**src/design/modular_exponentiation_core_defines.svh**
```systemverilog
// Assertion macros for the modular exponentiation core
`ifndef MODULAR_EXPONENTIATION_CORE_DEFINES_SVH
`define MODULAR_EXPONENTIATION_CORE_DEFINES_SVH
`ifndef SYNTHESIS
`define MEC_ASSERT_IMP(label, clk, rst_n, ante, cons) \
    label: assert property (@(posedge clk) disable iff (!rst_n) (ante) |-> (cons)) \
        else $error("assertion failed");
`define MEC_ASSERT_NXT(label, clk, rst_n, ante, cons) \
    label: assert property (@(posedge clk) disable iff (!rst_n) (ante) |=> (cons)) \
        else $error("assertion failed");
`else
`define MEC_ASSERT_IMP(label, clk, rst_n, ante, cons)
`define MEC_ASSERT_NXT(label, clk, rst_n, ante, cons)
`endif
`endif

```
**src/design/mexp_pkg.sv**
```systemverilog
package mexp_pkg;
    localparam int EXP_WIDTH_DEF = 63;
    localparam int MOD_WIDTH_DEF = 32;
    localparam int RES_WIDTH     = 64;
    localparam int BASE_WIDTH    = 32;
    localparam logic [31:0] MODULUS_RESET = 32'd1000000007;
    localparam logic [0:0] REG_MODULUS = 1'b0;

    typedef enum logic [2:0] {
        t_IDLE     = 3'd0,
        t_LOAD     = 3'd1,
        t_MUL      = 3'd2,
        t_RED      = 3'd3,
        t_NEXT     = 3'd4,
        t_OUT      = 3'd5,
        t_CROSS_LO = 3'd6,
        t_CROSS_HI = 3'd7
    } t_state;

    typedef enum logic [1:0] {
        t_OP_INIT = 2'd0,
        t_OP_ACC  = 2'd1,
        t_OP_SQ   = 2'd2
    } t_op;

    // controller to datapath
    typedef struct packed {
        logic load;      // capture operands
        logic mul_start; // form low product of selected operands
        logic cross_lo;  // add low operand a times high operand b into upper half
        logic cross_hi;  // add high operand a times low operand b, write back
        t_op  op;        // which value the reduction writes back
        logic red_step;  // one restoring-division bit step
        logic shift_exp; // drop one exponent bit
    } t_cmd;

    // datapath to controller
    typedef struct packed {
        logic exp_bit;   // current exponent bit
        logic mod_zero;  // no reduction
        logic red_last;  // last reduction step
    } t_status;
endpackage

```
**src/design/mexp_datapath.sv**
```systemverilog
module mexp_datapath #(
    parameter int EXP_WIDTH = mexp_pkg::EXP_WIDTH_DEF,
    parameter int MOD_WIDTH = mexp_pkg::MOD_WIDTH_DEF
) (
    input  logic                          i_clk,
    input  logic                          i_rst_n,
    input  mexp_pkg::t_cmd                i_cmd,
    output mexp_pkg::t_status             o_status,
    input  logic [MOD_WIDTH-1:0]          i_modulus,
    input  logic [mexp_pkg::BASE_WIDTH-1:0] i_base,
    input  logic [EXP_WIDTH-1:0]          i_exponent,
    output logic [mexp_pkg::RES_WIDTH-1:0] o_result
);
    import mexp_pkg::*;
    localparam int CW   = $clog2(RES_WIDTH);
    localparam int HALF = RES_WIDTH / 2;

    logic [RES_WIDTH-1:0] r_acc, n_acc, r_sq, n_sq;
    logic [RES_WIDTH-1:0] r_prod, n_prod;
    logic [MOD_WIDTH-1:0] r_rem, n_rem;
    logic [MOD_WIDTH-1:0] r_mod;
    logic [EXP_WIDTH-1:0] r_exp;
    logic [CW-1:0]        r_cnt;
    logic [MOD_WIDTH:0]   w_trial;
    logic [RES_WIDTH-1:0] w_a, w_b;
    logic [HALF-1:0]      w_mx, w_my;
    logic [RES_WIDTH-1:0] w_mul;

    // remainder step: shift in one product bit, subtract if it fits
    assign w_trial = {r_rem, r_prod[RES_WIDTH-1]} - {1'b0, r_mod};

    // square the running square, or multiply it into the accumulator
    assign w_a = (i_cmd.op == t_OP_SQ) ? r_sq : r_acc;
    assign w_b = r_sq;

    // share one half-width multiplier between the low product and the cross terms
    always_comb begin
        w_mx = w_a[HALF-1:0];
        w_my = w_b[HALF-1:0];
        if (i_cmd.cross_lo) w_my = w_b[RES_WIDTH-1:HALF];
        if (i_cmd.cross_hi) w_mx = w_a[RES_WIDTH-1:HALF];
    end
    assign w_mul = {{HALF{1'b0}}, w_mx} * {{HALF{1'b0}}, w_my};

    always_comb begin
        n_acc  = r_acc;
        n_sq   = r_sq;
        n_prod = r_prod;
        n_rem  = r_rem;
        if (i_cmd.load) begin
            n_acc  = RES_WIDTH'(1);
            n_sq   = RES_WIDTH'(i_base);
            n_prod = '0;
            n_rem  = '0;
        end else if (i_cmd.mul_start) begin
            // reduce the base itself first, products afterwards
            n_prod = (i_cmd.op == t_OP_INIT) ? r_sq : w_mul;
            n_rem  = '0;
        end else if (i_cmd.cross_lo || i_cmd.cross_hi) begin
            // wrap at 64 bits: only the low half of each cross term counts
            n_prod = {r_prod[RES_WIDTH-1:HALF] + w_mul[HALF-1:0], r_prod[HALF-1:0]};
            if (i_cmd.cross_hi) begin
                if (i_cmd.op == t_OP_ACC) n_acc = n_prod;
                if (i_cmd.op == t_OP_SQ)  n_sq = n_prod;
            end
        end else if (i_cmd.red_step) begin
            n_prod = {r_prod[RES_WIDTH-2:0], 1'b0};
            if (!w_trial[MOD_WIDTH]) begin
                n_rem = w_trial[MOD_WIDTH-1:0];
            end else begin
                n_rem = {r_rem[MOD_WIDTH-2:0], r_prod[RES_WIDTH-1]};
            end
            // write back the finished remainder
            if (r_cnt == CW'(RES_WIDTH-1)) begin
                unique case (i_cmd.op)
                    t_OP_INIT: begin
                        // accumulator starts at 1 mod m, which is 0 for a modulus of one
                        n_sq  = RES_WIDTH'(n_rem);
                        n_acc = RES_WIDTH'(r_mod != MOD_WIDTH'(1));
                    end
                    t_OP_ACC: n_acc = RES_WIDTH'(n_rem);
                    t_OP_SQ:  n_sq = RES_WIDTH'(n_rem);
                    default:  n_acc = r_acc;
                endcase
            end
        end
    end

    always_ff @(posedge i_clk) begin
        if (!i_rst_n) begin
            r_cnt <= '0;
        end else if (i_cmd.mul_start) begin
            r_cnt <= '0;
        end else if (i_cmd.red_step) begin
            r_cnt <= r_cnt + CW'(1);
        end
        if (i_cmd.load) begin
            r_mod <= i_modulus;
            r_exp <= i_exponent;
        end else if (i_cmd.shift_exp) begin
            r_exp <= r_exp >> 1;
        end
        r_acc  <= n_acc;
        r_sq   <= n_sq;
        r_prod <= n_prod;
        r_rem  <= n_rem;
    end

    assign o_status.exp_bit  = r_exp[0];
    assign o_status.mod_zero = (r_mod == '0);
    assign o_status.red_last = (r_cnt == CW'(RES_WIDTH-1));
    assign o_result = r_acc;
endmodule

```
**src/design/mexp_ctrl.sv**
```systemverilog
`include "modular_exponentiation_core_defines.svh"
module mexp_ctrl #(
    parameter int EXP_WIDTH = mexp_pkg::EXP_WIDTH_DEF
) (
    input  logic              i_clk,
    input  logic              i_rst_n,
    input  logic              i_valid,
    output logic              o_stall,
    output logic              o_valid,
    input  logic              i_stall,
    input  mexp_pkg::t_status i_status,
    output mexp_pkg::t_cmd    o_cmd
);
    import mexp_pkg::*;
    localparam int BW = $clog2(EXP_WIDTH + 1);

    t_state r_state, n_state;
    t_op    r_op, n_op;
    logic [BW-1:0] r_bit, n_bit;

    // next state
    always_comb begin
        n_state = r_state;
        n_op = r_op;
        n_bit = r_bit;
        unique case (r_state)
            t_IDLE: if (i_valid) n_state = t_LOAD;
            t_LOAD: begin
                n_op = t_OP_INIT;
                n_bit = '0;
                n_state = t_MUL;
            end
            t_MUL: n_state = i_status.mod_zero ? t_CROSS_LO : t_RED;
            t_CROSS_LO: n_state = t_CROSS_HI;
            t_CROSS_HI: n_state = t_NEXT;
            t_RED: if (i_status.red_last) n_state = t_NEXT;
            t_NEXT: begin
                priority if (r_op == t_OP_INIT) begin
                    n_op = i_status.exp_bit ? t_OP_ACC : t_OP_SQ;
                    n_state = t_MUL;
                    if (EXP_WIDTH == 0) n_state = t_OUT;
                end else if (r_op == t_OP_ACC) begin
                    n_op = t_OP_SQ;
                    n_state = t_MUL;
                end else begin
                    n_bit = r_bit + BW'(1);
                    if (r_bit == BW'(EXP_WIDTH - 1)) begin
                        n_state = t_OUT;
                    end else begin
                        n_op = i_status.exp_bit ? t_OP_ACC : t_OP_SQ;
                        n_state = t_MUL;
                    end
                end
            end
            t_OUT: if (!i_stall) n_state = t_IDLE;
            default: n_state = t_IDLE;
        endcase
    end

    // outputs: capture operands on the accepting edge, drop an exponent bit once it is used
    always_comb begin
        o_cmd = '0;
        o_cmd.op = r_op;
        o_stall = (r_state != t_IDLE);
        o_valid = (r_state == t_OUT);
        unique case (r_state)
            t_IDLE:     o_cmd.load = i_valid;
            t_MUL:      o_cmd.mul_start = 1'b1;
            t_CROSS_LO: o_cmd.cross_lo = 1'b1;
            t_CROSS_HI: o_cmd.cross_hi = 1'b1;
            t_RED:      o_cmd.red_step = 1'b1;
            t_NEXT:     o_cmd.shift_exp = (r_op != t_OP_ACC);
            default:    o_cmd.load = 1'b0;
        endcase
    end

    always_ff @(posedge i_clk) begin
        if (!i_rst_n) begin
            r_state <= t_IDLE;
            r_op <= t_OP_INIT;
            r_bit <= '0;
        end else begin
            r_state <= n_state;
            r_op <= n_op;
            r_bit <= n_bit;
        end
    end

    `MEC_ASSERT_IMP(a_out_valid, i_clk, i_rst_n, o_valid, o_stall)
    `MEC_ASSERT_NXT(a_accept_load, i_clk, i_rst_n, i_valid && !o_stall, r_state == t_LOAD)
    `MEC_ASSERT_IMP(a_red_only_mod, i_clk, i_rst_n, r_state == t_RED, !i_status.mod_zero)
    `MEC_ASSERT_IMP(a_cross_no_mod, i_clk, i_rst_n, r_state == t_CROSS_LO, i_status.mod_zero)
    `MEC_ASSERT_IMP(a_bit_range, i_clk, i_rst_n, r_state == t_NEXT, r_bit < BW'(EXP_WIDTH))
endmodule

```
**src/design/modular_exponentiation_core.sv**
```systemverilog
// Modular exponentiation core: base^exponent by square-and-multiply.
// With a nonzero modulus each product is reduced by the one-bit-per-cycle remainder unit.
// With a zero modulus no reduction is done and products wrap at 64 bits.
// One item at a time; the next word is taken in the cycle after the result leaves.
// Synchronous active-low reset idles the controller; modulus resets to 1000000007.
module modular_exponentiation_core #(
    parameter int EXP_WIDTH = mexp_pkg::EXP_WIDTH_DEF,
    parameter int MOD_WIDTH = mexp_pkg::MOD_WIDTH_DEF
) (
    input  logic                 i_clk,
    input  logic                 i_rst_n,
    input  logic                 i_valid,
    output logic                 o_stall,
    input  logic [31:0]          i_base,
    input  logic [EXP_WIDTH-1:0] i_exponent,
    output logic                 o_valid,
    input  logic                 i_stall,
    output logic [63:0]          o_result,
    input  logic                 psel,
    input  logic                 penable,
    input  logic                 pwrite,
    input  logic [1:0]           paddr,
    input  logic [31:0]          pwdata,
    output logic [31:0]          prdata,
    output logic                 pready
);
    import mexp_pkg::*;

    logic [MOD_WIDTH-1:0] r_modulus;
    t_cmd    w_cmd;
    t_status w_status;

    // register write
    always_ff @(posedge i_clk) begin
        if (!i_rst_n) begin
            r_modulus <= MODULUS_RESET[MOD_WIDTH-1:0];
        end else if (psel && penable && pwrite && paddr[1:0] == {REG_MODULUS, 1'b0}) begin
            r_modulus <= pwdata[MOD_WIDTH-1:0];
        end
    end
    assign pready = 1'b1;
    assign prdata = (paddr == {REG_MODULUS, 1'b0}) ? 32'(r_modulus) : '0;

    mexp_ctrl #(.EXP_WIDTH(EXP_WIDTH)) u_ctrl (
        .i_clk, .i_rst_n, .i_valid, .o_stall, .o_valid, .i_stall,
        .i_status(w_status), .o_cmd(w_cmd)
    );

    mexp_datapath #(.EXP_WIDTH(EXP_WIDTH), .MOD_WIDTH(MOD_WIDTH)) u_dp (
        .i_clk, .i_rst_n, .i_cmd(w_cmd), .o_status(w_status),
        .i_modulus(r_modulus), .i_base, .i_exponent, .o_result
    );
endmodule
```
**config.mk**
```make
export PLATFORM = sky130hd
export DESIGN_NAME = modular_exponentiation_core
export DESIGN_NICKNAME = d
export VERILOG_FILES = /design/src/design/mexp_pkg.sv /design/src/design/mexp_datapath.sv /design/src/design/mexp_ctrl.sv /design/src/design/modular_exponentiation_core.sv
export VERILOG_INCLUDE_DIRS = /design/src /design/src/design
export SDC_FILE = /design/constraint.sdc
export NUM_CORES = 2
export LEC_CHECK = 0
export ABC_AREA = 1
export BUFFER_PORTS_ARGS = -buffer_cell sky130_fd_sc_hd__buf_2
export CAP_MARGIN = 0
export CORE_MARGIN = 2
export CORE_UTILIZATION = 65
export CTS_CLUSTER_DIAMETER = 150
export DETAILED_ROUTE_END_ITERATION = 8
export PLACE_DENSITY = 0.9
export RECOVER_POWER = 50
export SYNTH_ARGS = -nofsm -noshare
export SYNTH_HDL_FRONTEND = slang
export SYNTH_SLANG_ARGS = --single-unit
```
**constraint.sdc**
```tcl
create_clock -name i_clk -period 10.2 [get_ports i_clk]
set_input_delay 1.02 -clock i_clk [delete_from_list [all_inputs] [get_ports i_clk]]
set_output_delay 1.02 -clock i_clk [all_outputs]
set_load 0.01 [all_outputs]
```
-- Yosys cells after proc, flatten, opt, wreduce, memory -nomap -nowiden
Index checks and enable logic that the tools add are counted.
- add/subtract/negate cells: 4
- $mul: 1
- eq/ne operators: 27
- mux-type cells: 47
- bitwise gates (word level): 3
- reductions and logical operators: 30
- operators by type and width (cell ; count):
    64-bit two-way mux ; 16
    32-bit two-way mux ; 6
    64-bit case mux with 2 select lines ; 1
    63-bit two-way mux ; 2
    32-bit by 32-bit multiplier with 64-bit output ; 1
    33-bit by 32-bit subtractor with 33-bit output ; 1
    32-bit adder ; 1
    32-bit logical NOT ; 1
    32-bit by 1-bit != test with 1-bit output, second input constant ; 1
    3-bit case mux with 8 select lines ; 1
    3-bit two-way mux ; 7
    6-bit AND reduction ; 3
    3-bit nonzero test ; 5
    2-bit != test, second input constant ; 7
    6-bit by 1-bit adder with 6-bit output, second input constant ; 2
    3-bit equality test, second input constant ; 4
    6-bit equality test, second input constant ; 2
    6-bit two-way mux ; 2
    6-bit case mux with 2 select lines ; 1
    2-bit nonzero test ; 6
    2-bit two-way mux ; 4
    2-bit by 1-bit != test with 1-bit output, second input constant ; 4
    3-bit by 2-bit equality test with 1-bit output, second input constant ; 2
    1-bit two-way mux ; 6
    15 further kinds ; 26
- register bits: 368
- bits of input ports: 136
- output and inout port bits: 99
- word-level logic and storage cells: 125

-- Longest topological paths before layout
- depth after elaboration: 10
- depth in mapped cells: 53
- gate-level depth less buffers: 48

-- Hierarchy
From an unflattened synthesis, not the netlist that was laid out.
- cell total of the unflattened synthesis: 7432
- area, all modules: 55472.0 um^2
- modules (own cells, without submodules) (module ; times used ; cells an instance ; area an instance (um^2) ; seq. area each (um^2)):
    mexp_datapath ; 1 ; 7073 ; 53176.0 ; 7777.5
    modular_exponentiation_core ; 1 ; 248 ; 1575.3 ; 640.6
    mexp_ctrl ; 1 ; 111 ; 720.7 ; 220.2

-- Worst setup path after synthesis
No wires, ideal clock.
- path type: register -> register
- from: reg u_ctrl.r_op[1]
- to: reg u_dp.r_prod[58]
- setup time: 0.109 ns
- arrival time: 8.310 ns
- required time: 10.091 ns
- path slack: 1.781 ns
- cell stages (with the launch flop): 47
- path buffers: 4
- clock period less this slack: 8.419 ns
- cell sequence: dfxtp_1 > buf_4 > inv_1 > nor2_4 > inv_2 > buf_2 > buf_1 > o211ai_1 > nand2_1 > clkbuf_1 > nor2_1 > fa_1 > fa_1 > fa_1 > inv_1 > fa_1 > inv_1 > fa_1 > (+11 left out) > o21ai_0 > xor2_1 > ha_1 > nand2_1 > nor2_1 > inv_1 > nor2_1 > inv_1 > a21oi_1 > nor2_1 > nand2_1 > nand2_1 > nand3_1 > nand2_1 > nand2_1 > nand3_1 > nand2_1 > inv_1
- cells in the longest elaborated chain, start to end: 7
- elaborated cells on any way between the ends: 9
- those cells by class: add/sub: 1; mul: 1; eq/ne: 1; mux: 5; reduce/logical: 1
- ends and longest elaborated chain (what ; line ; text):
    start: declaration ; mexp_ctrl.sv:18 ; t_op r_op, n_op;
    start signal: assignment ; mexp_ctrl.sv:80 ; r_op <= t_OP_INIT;
    start signal: assignment ; mexp_ctrl.sv:84 ; r_op <= n_op;
    2-bit equality test ; mexp_datapath.sv:33 ; assign w_a = (i_cmd.op == t_OP_SQ) ? r_sq : r_acc;
    64-bit two-way mux ; mexp_datapath.sv:33 ;
    32-bit two-way mux ; mexp_datapath.sv:41 ; if (i_cmd.cross_hi) w_mx = w_a[RES_WIDTH-1:HALF];
    32-bit by 32-bit multiplier with 64-bit output ; mexp_datapath.sv:43 ; assign w_mul = {{HALF{1'b0}}, w_mx} * {{HALF{1'b0}}, w_my};
    32-bit adder ; mexp_datapath.sv:61 ; n_prod = {r_prod[RES_WIDTH-1:HALF] + w_mul[HALF-1:0], r_prod[HALF-1:0]};
    64-bit two-way mux ; mexp_datapath.sv:59 ; end else if (i_cmd.cross_lo || i_cmd.cross_hi) begin
    64-bit two-way mux * ; mexp_datapath.sv:55 ; end else if (i_cmd.mul_start) begin
    end signal: assignment ; mexp_datapath.sv:105 ; r_prod <= n_prod;
    end: declaration ; mexp_datapath.sv:19 ; logic [RES_WIDTH-1:0] r_prod, n_prod;
Mark *: on every way between the ends. The rest lies on a longest branch, timed or not. The select of a mux whose other input is x is not followed.
A chain may end at the register's enable or synchronous reset.

-- Worst setup path after layout
- from: reg u_ctrl.r_state[0]
- to: reg u_dp.r_acc[52] (netlist: u_dp.o_result[52])
- cells in the longest elaborated chain, start to end: 8
- elaborated cells on any way between the ends: 24
- those cells by class: add/sub: 1; mul: 1; eq/ne: 6; mux: 10; bitwise: 1; reduce/logical: 5
- ends and longest elaborated chain (what ; line ; text):
    start: declaration ; mexp_ctrl.sv:17 ; t_state r_state, n_state;
    start signal: assignment ; mexp_ctrl.sv:79 ; r_state <= t_IDLE;
    start signal: assignment ; mexp_ctrl.sv:83 ; r_state <= n_state;
    3-bit equality test ; mexp_ctrl.sv:66 ; unique case (r_state)
    1-bit two-way mux ; mexp_ctrl.sv:66 ;
    32-bit two-way mux (on tied branches) ; mexp_datapath.sv:41, mexp_datapath.sv:40 ;
    32-bit by 32-bit multiplier with 64-bit output ; mexp_datapath.sv:43 ;
    32-bit adder ; mexp_datapath.sv:61 ;
    64-bit two-way mux ; mexp_datapath.sv:63 ; if (i_cmd.op == t_OP_ACC) n_acc = n_prod;
    64-bit two-way mux ; mexp_datapath.sv:62 ; if (i_cmd.cross_hi) begin
    64-bit two-way mux ; mexp_datapath.sv:59 ;
    end signal: assignment ; mexp_datapath.sv:103 ; r_acc <= n_acc;
    end: declaration ; mexp_datapath.sv:18 ; logic [RES_WIDTH-1:0] r_acc, n_acc, r_sq, n_sq;
Several ways; a longest one is shown, not always the timed one. The select of a mux whose other input is x is not followed.

==> reports/results.ini <==
[worst_setup_path]
crit_path_max_incr_delay_ns=0.54
rr_startpoint=u_ctrl.r_state[0]
r2r_cells=37
cp_max_fo=27
cp_slowest_cell=fa_1
critPathMostFrequentCell=fa_1
r2r_end=u_dp.o_result[52]
worstSetupPathType=flop to flop
cp.arrival_ns=10.37
start_kind=flop
cp_data_required_time_ns=10.66
r2r_slack_ns=0.29
cp-end-kind=flop

[place]
port_buffers=233
place_congestion=1.14
dpl.hpwl_um=173000
placed_area_sq_mm=0.0588

[floorplanning]
die_y_um=294
core_area_sq_mm=0.0836
io_pins=235
rows=106
initial_core_util=0.656
die_x_um=294
dieArea_sq_mm=0.0866

[synthesis]
synth_area_leader_cell=fa_1
synth-edff-count=127
synth-xor-area-share=0.00959
yosysUniqueCellTypes=52
syn_area_per_cell_sq_um=7.62
synth_top_family_by_area=adder cells
synth_mux_area_frac=0
synth_cells=7189
synth-seq-cells=368
synth_nets=8553
yosysTopAreaCellShare=0.328
yosysMostFrequentCell=nand2_1
async_reset_ff_frac=0
synthesis.area_sq_mm=0.0548
ys_seq_area_frac=0.158
synth_compound_area_frac=0.110
synth-main-ff-cell=dfxtp_1
synth_adder_area_share=0.403
synth-simple-area-share=0.194
synth.area.top_cells=fa_1 (33%), nand2_1 (11%), inv_1 (9.6%)
ys_top_cells_by_count=nand2_1 (1646), inv_1 (1395), fa_1 (898), nor2_1 (757), a21oi_1 (459)
yosys_warnings=0

[hold_path]
holdPathEnd=u_dp.r_mod[20]
whs_path_depth=0
worstHoldStart=r_modulus[20]
hold_path_class=flop to flop

[final_layout]
nets=8848
final_core_util=0.715
drive_above_1_share=0.0891
fillers=6576
final_area_sq_mm=0.0597
ff_latch_area_sq_mm=0.00864
areaGrowthSynthToFinish_pct=8.99
multi_input_comb_area_sq_mm=0.0394

[sta]
grt_setup_unrepaired=yes
slew_violations=189
fmax_ghz=0.101
setup_viol=0
tightest_slew_ns=4.75
layout_min_cycle_time_ns=9.91
finalSetupTns_ns=0
final.period_utilization=0.972
slew_headroom=-2.16
finClkSkew_ns=0.0154
hold_violations=0

[global_routing]
antenna_found_initial=15
grt_pass1_vias=53500
grt_overflow=0
grt_pass1_wl_um=317000
grt_start_max_net_pins=104
use_met1=0.569
busiest_layer=met2
use_met2=0.755
grt_usage=0.493
met3_usage=0.159

[clock_tree]
h-tree-depth=2
ctsHoldBuffers=0
cts_tree=done
numCtsBuffers=34
insertion_delay_ns=0.55
clk_root_buffer_cell=clkbuf_16
clk_path_buf_depth=3
clk_pin_slew_ns=0.07
clkSinkCount=368

[routing]
wl_per_cell_um=24.6
drt-initial-drc-count=6267
drt_wl_total_um=211000
vias_per_cell=6.09
vias=52300
ant_nets=0
firstDrtPassIters=6
drc=0

[status]
outcome=finished with violations
violations=max-capacitance violations, max-slew violations

[flow_run]
drv_cap=3

registers in the layout, summed over array words and instances, names as in the netlist, 3 cells and up:
register,count
u_dp.r_rem,32
u_dp.r_cnt,6
u_ctrl.r_bit,6
u_dp.r_mod,32
r_modulus,32
u_ctrl.r_state,3
u_dp.r_prod,64
u_dp.o_result,64
u_dp.r_sq,64
u_dp.r_exp,63
timing repair:
| item | in CTS | in global routing |
|---|---|---|
| setup endpoints to repair | 0 | 40 |
| gates resized for setup | 0 | 10 |
| buffers inserted | 0 | 0 |
layout make-up:
cell class              instances  share of cell area
multi-input cells            5059               0.660
flip-flops and latches        368               0.145
inverters                    1435              0.0904
repair buffers                586              0.0648
well taps                    1080              0.0226
clock buffers                  49              0.0164
clock inverters                12             0.00117
diodes                         10            0.000419
per-layer routing:
| metal | part of all wire | routed length (um) |
|---|---|---|
| met1 | 0.33 | 70200 |
| met2 | 0.43 | 90500 |
| met3 | 0.13 | 28200 |
| met4 | 0.11 | 22300 |
| met5 | 0.00023 | 49 |
stage by stage:
step                      cells  hold WS [ns]  worst slack (ns)
after floorplan            7189         0.408              1.78
after global placement     8528         0.415             0.252
after detailed placement   8528         0.416             0.206
after CTS                  8589         0.432             0.133
after global routing       8596         0.437           -0.0129
final                      8599         0.431             0.289
placed cells by master (no fill, tap or decap), drive strengths merged, types with 148 or more instances in the layout:
cell and count:
ha 330, inv 1433, a21oi 460, fa 898
o21ai 422, clkbuf 148, buf 487, nor2 772
nand2 1659, nand3 157, dfxtp 241
cell families after synthesis:
| group | count (synthesis) |
|---|---|
| AO/OA/AOI/OAI | 1083 |
| XOR/XNOR | 60 |
| adder cells (fa/ha/maj) | 1228 |
| buffers and inverters | 1762 |
| flip-flops | 368 |
| other | 1 |
| AND/OR/NAND/NOR | 2687 |
worst max path at each step:
stage | start | end | slack, ns | cells past startpoint
after floorplan | u_ctrl.r_op[1] | u_dp.r_prod[58] | 1.78 | 46
after global placement | u_ctrl.r_state[0] | u_dp.r_prod[61] | 0.25 | 40
after detailed placement | u_ctrl.r_state[0] | u_dp.r_prod[61] | 0.21 | 40
after CTS | u_ctrl.r_state[0] | u_dp.r_prod[61] | 0.13 | 40
after global routing | u_ctrl.r_state[0] | u_dp.r_prod[61] | -0.01 | 44
final | u_ctrl.r_state[0] | u_dp.o_result[52] | 0.29 | 37
worst max-delay path, delay by kind of cell (launching register included):
| kind | cells | cell delay [ns] |
|---|---|---|
| xor gates and xnor gates | 2 | 0.40 |
| and+or+nand+nor | 11 | 1.86 |
| DFF | 1 | 0.43 |
| adders and majority gates | 10 | 4.20 |
| buffers and inverters | 8 | 1.28 |
| AOI/OAI and AO/OA | 6 | 1.59 |
Power is left out: the tool's default activity adds up to more than one toggle a clock period on the data nets, which glitch-free logic cannot reach.
